--- src/hw/rtl/plp_pkg.sv ---
// Shared types and constants of the provisioning line parser.
package plp_pkg;

    typedef enum logic [2:0] {
        PH_PREFIX  = 3'd0,
        PH_SLOT    = 3'd1,
        PH_KEY     = 3'd2,
        PH_COUNTER = 3'd3,
        PH_NAME    = 3'd4
    } phase_t;

    localparam logic [1:0] ST_RECORD    = 2'd0;
    localparam logic [1:0] ST_MALFORMED = 2'd1;
    localparam logic [1:0] ST_OVERFLOW  = 2'd2;
    localparam logic [1:0] ST_TIMEOUT   = 2'd3;

    localparam int NAME_BYTES = 24;

    localparam logic [7:0] CH_LF      = 8'h0a;
    localparam logic [7:0] CH_CR      = 8'h0d;
    localparam logic [7:0] CH_COLON   = 8'h3a;
    localparam logic [7:0] CH_PERCENT = 8'h25;
    localparam logic [7:0] CH_PLUS    = 8'h2b;
    localparam logic [7:0] CH_SPACE   = 8'h20;

    // Result request (line end, overflow or timeout) handed from the parser to the output stage.
    typedef struct packed {
        logic        valid;
        logic [1:0]  status;
        logic [3:0]  slot;
        logic [31:0] counter;
        logic [127:0] key;
        logic [191:0] name;
    } result_t;

    function automatic logic [4:0] hex_val(input logic [7:0] c);
        logic [4:0] v;
        v = 5'd16;
        if (c >= 8'h30 && c <= 8'h39) v = 5'(c - 8'h30);
        else if (c >= 8'h61 && c <= 8'h66) v = 5'(c - 8'h57);
        else if (c >= 8'h41 && c <= 8'h46) v = 5'(c - 8'h37);
        return v;
    endfunction

    function automatic logic [7:0] prefix_char(input logic [2:0] i);
        logic [7:0] r;
        unique case (i)
            3'd0: r = 8'h50;
            3'd1: r = 8'h52;
            3'd2: r = 8'h4f;
            3'd3: r = 8'h56;
            3'd4: r = 8'h3a;
            default: r = 8'h00;
        endcase
        return r;
    endfunction

endpackage

--- src/hw/rtl/plp_emitter.sv ---
// Output queue: turns result requests into one or five result words.
module plp_emitter (
    input  logic              clk,
    input  logic              rst_n,
    input  plp_pkg::result_t  res,
    output logic              busy,
    output logic              out_valid,
    input  logic              out_ready,
    output logic [1:0]        status,
    output logic [3:0]        slot,
    output logic [31:0]       counter,
    output logic [2:0]        word_index,
    output logic [63:0]       data_word,
    output logic              last
);
    plp_pkg::result_t cur_reg;
    logic [2:0]       idx_reg;
    logic             rec;
    logic             fin;

    assign rec = cur_reg.status == plp_pkg::ST_RECORD;
    assign fin = !rec || idx_reg == 3'd4;
    assign out_valid = cur_reg.valid;
    assign busy = cur_reg.valid && !(out_ready && fin);
    assign status = cur_reg.status;
    assign slot = cur_reg.slot;
    assign counter = cur_reg.counter;
    assign word_index = idx_reg;
    assign last = fin;

    always_comb
    begin
        unique case (idx_reg)
            3'd0: data_word = cur_reg.key[127:64];
            3'd1: data_word = cur_reg.key[63:0];
            3'd2: data_word = cur_reg.name[191:128];
            3'd3: data_word = cur_reg.name[127:64];
            3'd4: data_word = cur_reg.name[63:0];
            default: data_word = '0;
        endcase
        if (!rec) data_word = '0;
    end

    always_ff @(posedge clk or negedge rst_n)
    begin
        if (!rst_n)
        begin
            cur_reg <= '0;
            idx_reg <= '0;
        end
        else if (res.valid && !busy)
        begin
            cur_reg <= res;
            idx_reg <= '0;
        end
        else if (cur_reg.valid && out_ready)
        begin
            if (fin)
            begin
                cur_reg.valid <= 1'b0;
                idx_reg <= '0;
            end
            else idx_reg <= idx_reg + 3'd1;
        end
    end

    a_index_range: assert property (@(posedge clk) disable iff (!rst_n)
        idx_reg <= 3'd4) else $error("word index out of range");
    a_status_single: assert property (@(posedge clk) disable iff (!rst_n)
        (out_valid && !rec) |-> idx_reg == 3'd0) else $error("status with index");
    a_no_overwrite: assert property (@(posedge clk) disable iff (!rst_n)
        (busy && !res.valid) |=> out_valid) else $error("pending word lost");
endmodule

--- config.mk ---
export PLATFORM = sky130hd
export DESIGN_NAME = plp_emitter
export DESIGN_NICKNAME = d
export VERILOG_FILES = /design/src/hw/rtl/plp_pkg.sv /design/src/hw/rtl/plp_emitter.sv
export SDC_FILE = /design/constraint.sdc
export NUM_CORES = 1
export LEC_CHECK = 0
export BUFFER_PORTS_ARGS = -buffer_cell sky130_fd_sc_hd__buf_2
export CAP_MARGIN = 20
export CORE_AREA = 2 2 200 301
export CTS_CLUSTER_SIZE = 40
export DETAILED_ROUTE_END_ITERATION = 10
export DIE_AREA = 0 0 202 303
export HOLD_SLACK_MARGIN = 0.02
export SYNTH_ARGS = -nofsm -noshare
export SYNTH_HDL_FRONTEND = slang
export SYNTH_SLANG_ARGS = --single-unit
--- constraint.sdc ---
create_clock -name clk -period 7.1 [get_ports clk]
set_input_delay 1.42 -clock clk [delete_from_list [all_inputs] [get_ports clk]]
set_output_delay 1.42 -clock clk [all_outputs]
set_load 0.005 [all_outputs]
==> results of run 1 <==
[per-stage QoR]
stage / cells / power (mW) / hold WS [ns]
2_1_floorplan: 1963 / 6.17 / 0.498
3_3_place_gp: 2982 / 7.17 / 0.515
3_5_place_dp: 2982 / 7.27 / 0.522
4_1_cts: 3054 / 9.42 / 0.535
5_1_grt: 3078 / 10.0 / 0.553
6_report: 3081 / 9.41 / 0.535
[worst min path at each step]
| stage | cells past startpoint | to | slack [ns] | start |
|---|---|---|---|---|
| floorplan | 2 | counter[5] | 0.50 | counter[5] |
| global placement | 2 | counter[5] | 0.51 | counter[5] |
| detailed placement | 2 | cur_reg[22] | 0.52 | cur_reg[22] |
| CTS | 2 | counter[22] | 0.54 | counter[22] |
| global route | 2 | cur_reg[270] | 0.55 | cur_reg[270] |
| finish | 2 | cur_reg[270] | 0.53 | cur_reg[270] |
[where the power goes]
group          leakage [nW]  switching, mW  internal, mW
clock                 0.630          0.896          1.20
sequential             4.53          0.580          3.02
combinational          5.04           2.27          1.45
[cells by family after synthesis]
| logic type | synth area share [%] |
|---|---|
| DFF | 52.0 |
| and+or+nand+nor | 17.1 |
| buffers and inverters | 7.90 |
| adders and majority gates | 0.359 |
| muxes | 1.42 |
| AOI/OAI and AO/OA | 21.3 |
[placed cells by master (no fill, tap or decap), types with 2 or more instances in the layout]
| cell type | synthesis | layout |
|---|---|---|
| clkbuf_16 | 0 | 41 |
| clkbuf_8 | 0 | 9 |
| a21oi_1 | 64 | 64 |
| ha_4 | 0 | 2 |
| o21ai_0 | 4 | 4 |
| buf_16 | 0 | 2 |
| ha_1 | 5 | 2 |
| a32o_1 | 2 | 2 |
| inv_1 | 4 | 4 |
| inv_6 | 0 | 2 |
| dfrtp_1 | 362 | 361 |
| a222oi_1 | 64 | 64 |
| diode_2 | 0 | 25 |
| nor2b_4 | 0 | 2 |
| clkinvlp_4 | 0 | 2 |
| mux2_2 | 22 | 22 |
| clkinv_2 | 0 | 5 |
| buf_2 | 50 | 467 |
| buf_12 | 0 | 4 |
| o22ai_2 | 12 | 12 |
| nand3_1 | 3 | 3 |
| buf_8 | 0 | 2 |
| nand2_1 | 777 | 777 |
| o22ai_1 | 344 | 344 |
| clkbuf_1 | 105 | 11 |
| a22o_1 | 42 | 42 |
| buf_4 | 72 | 13 |
[worst register-to-register path, delay by kind of cell (launching register included)]
family | cells | cell delay [ns]
AOI/OAI and AO/OA | 3 | 0.99
adders and majority gates | 1 | 0.42
buffers and inverters | 4 | 2.23
DFF | 1 | 0.43
[cell type report]
cell class                      instances  area (um2)
Timing Repair Buffer                  488        2600
Sequential cell                       362        9060
Inverter                                6        30.0
Multi-Input combinational cell       1351        7050
Tap cell                              777         972
Fill cell                            6047       37400
Antenna cell                           25        62.6
Clock inverter                         11        96.3
Clock buffer                           61        1190
[metal layers]
metal | track usage (%) | vias up | routed length (um)
met5 | 0 | - | 67
met4 | 9.70 | 10 | 2560
met3 | 3.83 | 158 | 4650
met2 | 32.1 | 777 | 30800
met1 | 24.9 | 7984 | 25000
li1 | - | 7456 | -
==> results.yml, run 1 <==
run_status:
  status: "complete, no violations"
global_route:
  global_route.usage.total_pct: 19.6
  first_global_vias: 16400
  grt-ovfl-total: 0
  grt_max_degree: 195
  grt_pass1_wl_um: 95600
  initial_antenna_violation_count: 28
power_and_ir_drop:
  total_leakage_power_nw: 10.2
  cellPowerDensity_nw_per_um2: 447
  vdd_drop_max_mv: 0.268
floorplanning:
  top_level_ports: 470
  row_count: 109
  dieArea_um2: 61200
  y_dimension_of_the_die_um: 303
  initial_utilization_pct: 29.8
  coreArea_um2: 58500
  die_width_um: 202
placement:
  dpl.hpwl_um: 39800
  dp_worst_setup_slack_ns: 2.34
  globalplace.congestion: 0.888
  placed_cell_area_um2: 19700
  numPortBuffers: 469
detailed_routing:
  detail_route.iter0.violations: 1737
  via_total_after_detailed_routing: 16400
  wirelength_um: 63100
  drc: 0
  route.detailed.wl_per_inst_um: 20.5
  drt_first_pass_iters: 9
  routed_via_density: 5.32
  antenna_left: 0
clock_network:
  tritoncts: "yes"
  clk_pin_slew_worst_paths_ns: 0.06
  hold_buffers: 0
  worst_skew_pair.late_latency_ns: 0.55
  cts.path.max_buffers: 3
  cts-buffers-inserted: 41
  cts.sink_count: 362
  post_cts_repair_timing_setup_buffer_count: 0
  ctsHtreeMaxLevel: 2
  ctsRootBufferMaster: "clkbuf_16"
  post_cts_sizing_count: 0
setup_path:
  cp-endpoint: "data_word[27]"
  r2r_start: "word_index[0]"
  startpoint_type: "register"
  slowest_delay_ns: 1.00
  worstReg2RegEnd: "cur_reg[268]"
  critical_path.cell_chain: "inv_2 -> ha_4 -> nor2_1 -> a211o_2 -> buf_4 -> a21oi_1 -> buf_2"
  cp.arrival_ns: 3.80
  worst_setup_path_end_kind: "output port"
  timing.critical_path.from: "word_index[2]"
  ff2ff_path_depth: 8
  class_of_the_most_critical_setup_path: "register to output port"
  path_depth: 7
  slowest_stage: "dfrtp_2"
  critical_path_data_required_time_ns: 5.68
  crit_fanout: 65
  crit_family: "flip-flops"
  crit_buf_inv: 3
  timing.reg2reg.setup_slack_ns: 2.84
sta:
  clock_skew_ns: 0.0230
  hold_viol: 0
  timing.final.setup_violations: 0
  setup_repair_after_global_routing_missed_its_margin: "false"
  max_slew_margin_pct: 26.2
  finalWorstPathRequiredPeriod_ns: 5.22
  final.setup.worst_slack_ns: 1.88
  setup_tns_ns: 0
  final_max_slew_viol_count: 0
  fmax_mhz: 191
  min_period_over_period_pct: 73.6
  tightest_slew_ns: 1.10
yosys:
  synth.largest_area_cell: "dfrtp_1"
  synth_enable_flop_cells: 0
  synth_top_area_share_pct: 52.0
  synth_seq_cells: 362
  syn-num-nets: 2330
  synthCells: 1963
  synth.area.top_cells: "dfrtp_1 52%, nand2_1 17%, o22ai_1 12%"
  synthMostInstantiatedCell: "nand2_1"
  synth.avg_cell_area_um2: 8.88
  syn_area_um2: 17400
  library_cells_used_by_synthesis: 29
  synth_common_cells: "777 x nand2_1, 362 x dfrtp_1, 344 x o22ai_1"
  synth_warnings: 0
  prevailing_post_synth_register_cell: "dfrtp_1"
  postSynth.asyncResetShare_pct: 100
  synth-seq-area-share_pct: 52.0
cells_and_area:
  final_layout_size_suffix_gt1_share_pct: 26.2
  area_growth_pct: 20.9
  final_area_um2: 21100
  largest_register_ffs: 320
  num-nets-final: 2617
  final_util_pct: 36.0
hold_path:
  worst_hold_path_type: "register to register"
run:
  drv_cap: 0
Power figures use the tool's default switching activity.
==> inputs of run 2 (changes only) <==
Settings changed: ABC_AREA set to 1, CORE_AREA 2 2 200 301 to 2 2 199 298, DIE_AREA 0 0 202 303 to 0 0 201 300.
Clock period 7.1 ns to 4.4 ns, I/O delays scaled along.
==> results.yml, run 2 <==
run_status:
  status: "complete, no violations"
placement:
  numPortBuffers: 469
  dpl.hpwl_um: 38500
  globalplace.congestion: 0.853
yosys:
  syn_area_um2: 17100
  synth_warnings: 0
  postSynth.asyncResetShare_pct: 100
  prevailing_post_synth_register_cell: "dfrtp_1"
  synth_seq_cells: 362
  library_cells_used_by_synthesis: 18
  synth_enable_flop_cells: 0
  synth.avg_cell_area_um2: 7.65
  synthMostInstantiatedCell: "nand2_1"
  synth-seq-area-share_pct: 52.8
  synth_top_area_share_pct: 52.8
  synth.area.top_cells: "dfrtp_1 53%, nand2_1 24%, nand3_1 12%"
  syn-num-nets: 2609
  synth.largest_area_cell: "dfrtp_1"
  synth_common_cells: "1103 x nand2_1, 424 x nand3_1, 362 x dfrtp_1"
  synthCells: 2242
detailed_routing:
  via_total_after_detailed_routing: 15800
  route.detailed.wl_per_inst_um: 16.9
  drt_first_pass_iters: 5
  routed_via_density: 4.65
  detail_route.iter0.violations: 1044
  drc: 0
  antenna_left: 0
  wirelength_um: 57700
clock_network:
  post_cts_sizing_count: 0
  clk_pin_slew_worst_paths_ns: 0.06
  cts.sink_count: 362
  post_cts_repair_timing_setup_buffer_count: 0
  ctsHtreeMaxLevel: 2
  ctsRootBufferMaster: "clkbuf_16"
  worst_skew_pair.late_latency_ns: 0.55
  cts.path.max_buffers: 3
  hold_buffers: 0
  tritoncts: "yes"
  cts-buffers-inserted: 39
cells_and_area:
  register_area_um2: 9060
  final_cell_mix: "1103 x nand2_1, 467 x buf_2, 424 x nand3_1"
  area_taken_by_multi_input_logic_gates_um2: 6960
  final_common_cell: "nand2_1"
  num-nets-final: 2955
  area_growth_pct: 22.9
  final_util_pct: 36.5
  final_layout_size_suffix_gt1_share_pct: 22.0
  final.fill_count: 6238
  largest_register_ffs: 320
floorplanning:
  coreArea_um2: 57700
  dieArea_um2: 60300
  initial_utilization_pct: 29.7
  die_width_um: 201
  top_level_ports: 470
  y_dimension_of_the_die_um: 300
  row_count: 108
sta:
  finalWorstPathRequiredPeriod_ns: 3.65
  tightest_slew_ns: 1.05
  setup_repair_after_global_routing_missed_its_margin: "false"
  hold_viol: 0
  setup_tns_ns: 0
  fmax_mhz: 274
  clock_skew_ns: 0.0127
  min_period_over_period_pct: 82.8
  max_slew_margin_pct: 30.1
  final_max_slew_viol_count: 0
  timing.final.setup_violations: 0
setup_path:
  r2r_start: "word_index[0]"
  ff2ff_path_depth: 10
  critical_path_data_required_time_ns: 3.52
  crit_fanout: 16
  worst_setup_path_end_kind: "output port"
  timing.reg2reg.setup_slack_ns: 1.86
  startpoint_type: "register"
  class_of_the_most_critical_setup_path: "register to output port"
  cp.arrival_ns: 2.77
  worstReg2RegEnd: "cur_reg[245]"
power_and_ir_drop:
  total_leakage_power_nw: 11.7
  vdd_drop_max_mv: 0.451
  cellPowerDensity_nw_per_um2: 679
global_route:
  global_route.usage.total_pct: 18.7
  grt_pass1_wl_um: 89100
  grt_max_degree: 172
  initial_antenna_violation_count: 25
  grt-ovfl-total: 0
  first_global_vias: 15700
hold_path:
  worst_hold_path_type: "input pin to async pin"
run:
  drv_cap: 0
==> run 2: kinds of logic after synthesis <==
group                      count (synthesis)  share of synthesized area, %
DFF                                      362                          52.8
and+or+nand+nor                         1667                          39.9
AOI/OAI and AO/OA                          4                         0.117
adders and majority gates                  5                         0.365
buffers and inverters                    204                          6.81
==> run 2: final cells by class <==
cell class | count | share of cell area [%]
Multi-Input combinational cell | 1676 | 33.0
Sequential cell | 362 | 43.0
Antenna cell | 22 | 0.261
Timing Repair Buffer | 499 | 12.8
Tap cell | 770 | 4.57
Inverter | 10 | 0.178
Clock inverter | 12 | 0.475
Clock buffer | 57 | 5.72
==> run 2: where the power goes <==
part,switching (mW),internal [mW]
sequential,0.867,4.90
clock,1.39,1.96
combinational,3.38,1.82
==> run 2: how the worst max path moves through the flow <==
stage,start,to,cells after the start
2_1_floorplan,word_index[2],data_word[10],9
4_1_cts,word_index[0],data_word[28],10
3_3_place_gp,word_index[2],data_word[45],8
3_5_place_dp,word_index[0],data_word[28],10
5_1_grt,word_index[0],data_word[28],10
6_report,word_index[0],data_word[57],10
==> run 2: per-layer routing <==
metal	global-route usage, %	wire, um	vias up
met5	0	51	-
met4	9.82	2370	8
met3	3.46	2990	118
met2	30.9	28300	462
met1	23.5	24000	7502
li1	-	-	7746
==> run 2: critical path, cell delays in order (launching register included) <==
cell	delay, ns
dfrtp_1	0.41
inv_1	0.13
ha_1	0.23
inv_1	0.08
nor2_4	0.46
buf_4	0.40
nand2_1	0.08
nand3_1	0.09
nor2_1	0.04
nor2_1	0.14
buf_2	0.15
==> run 2: through the flow <==
stage               instances  hold slack [ns]  cell area, um2  worst slack (ns)  total power, mW
floorplan                2242            0.442           17100              1.98             9.28
global placement         3317            0.451           19700              1.37             11.0
detailed placement       3317            0.453           19700              1.33             11.1
CTS                      3386            0.410           21000             0.717             14.5
global route             3406            0.443           21100             0.591             15.5
finish                   3408            0.398           21100             0.755             14.3
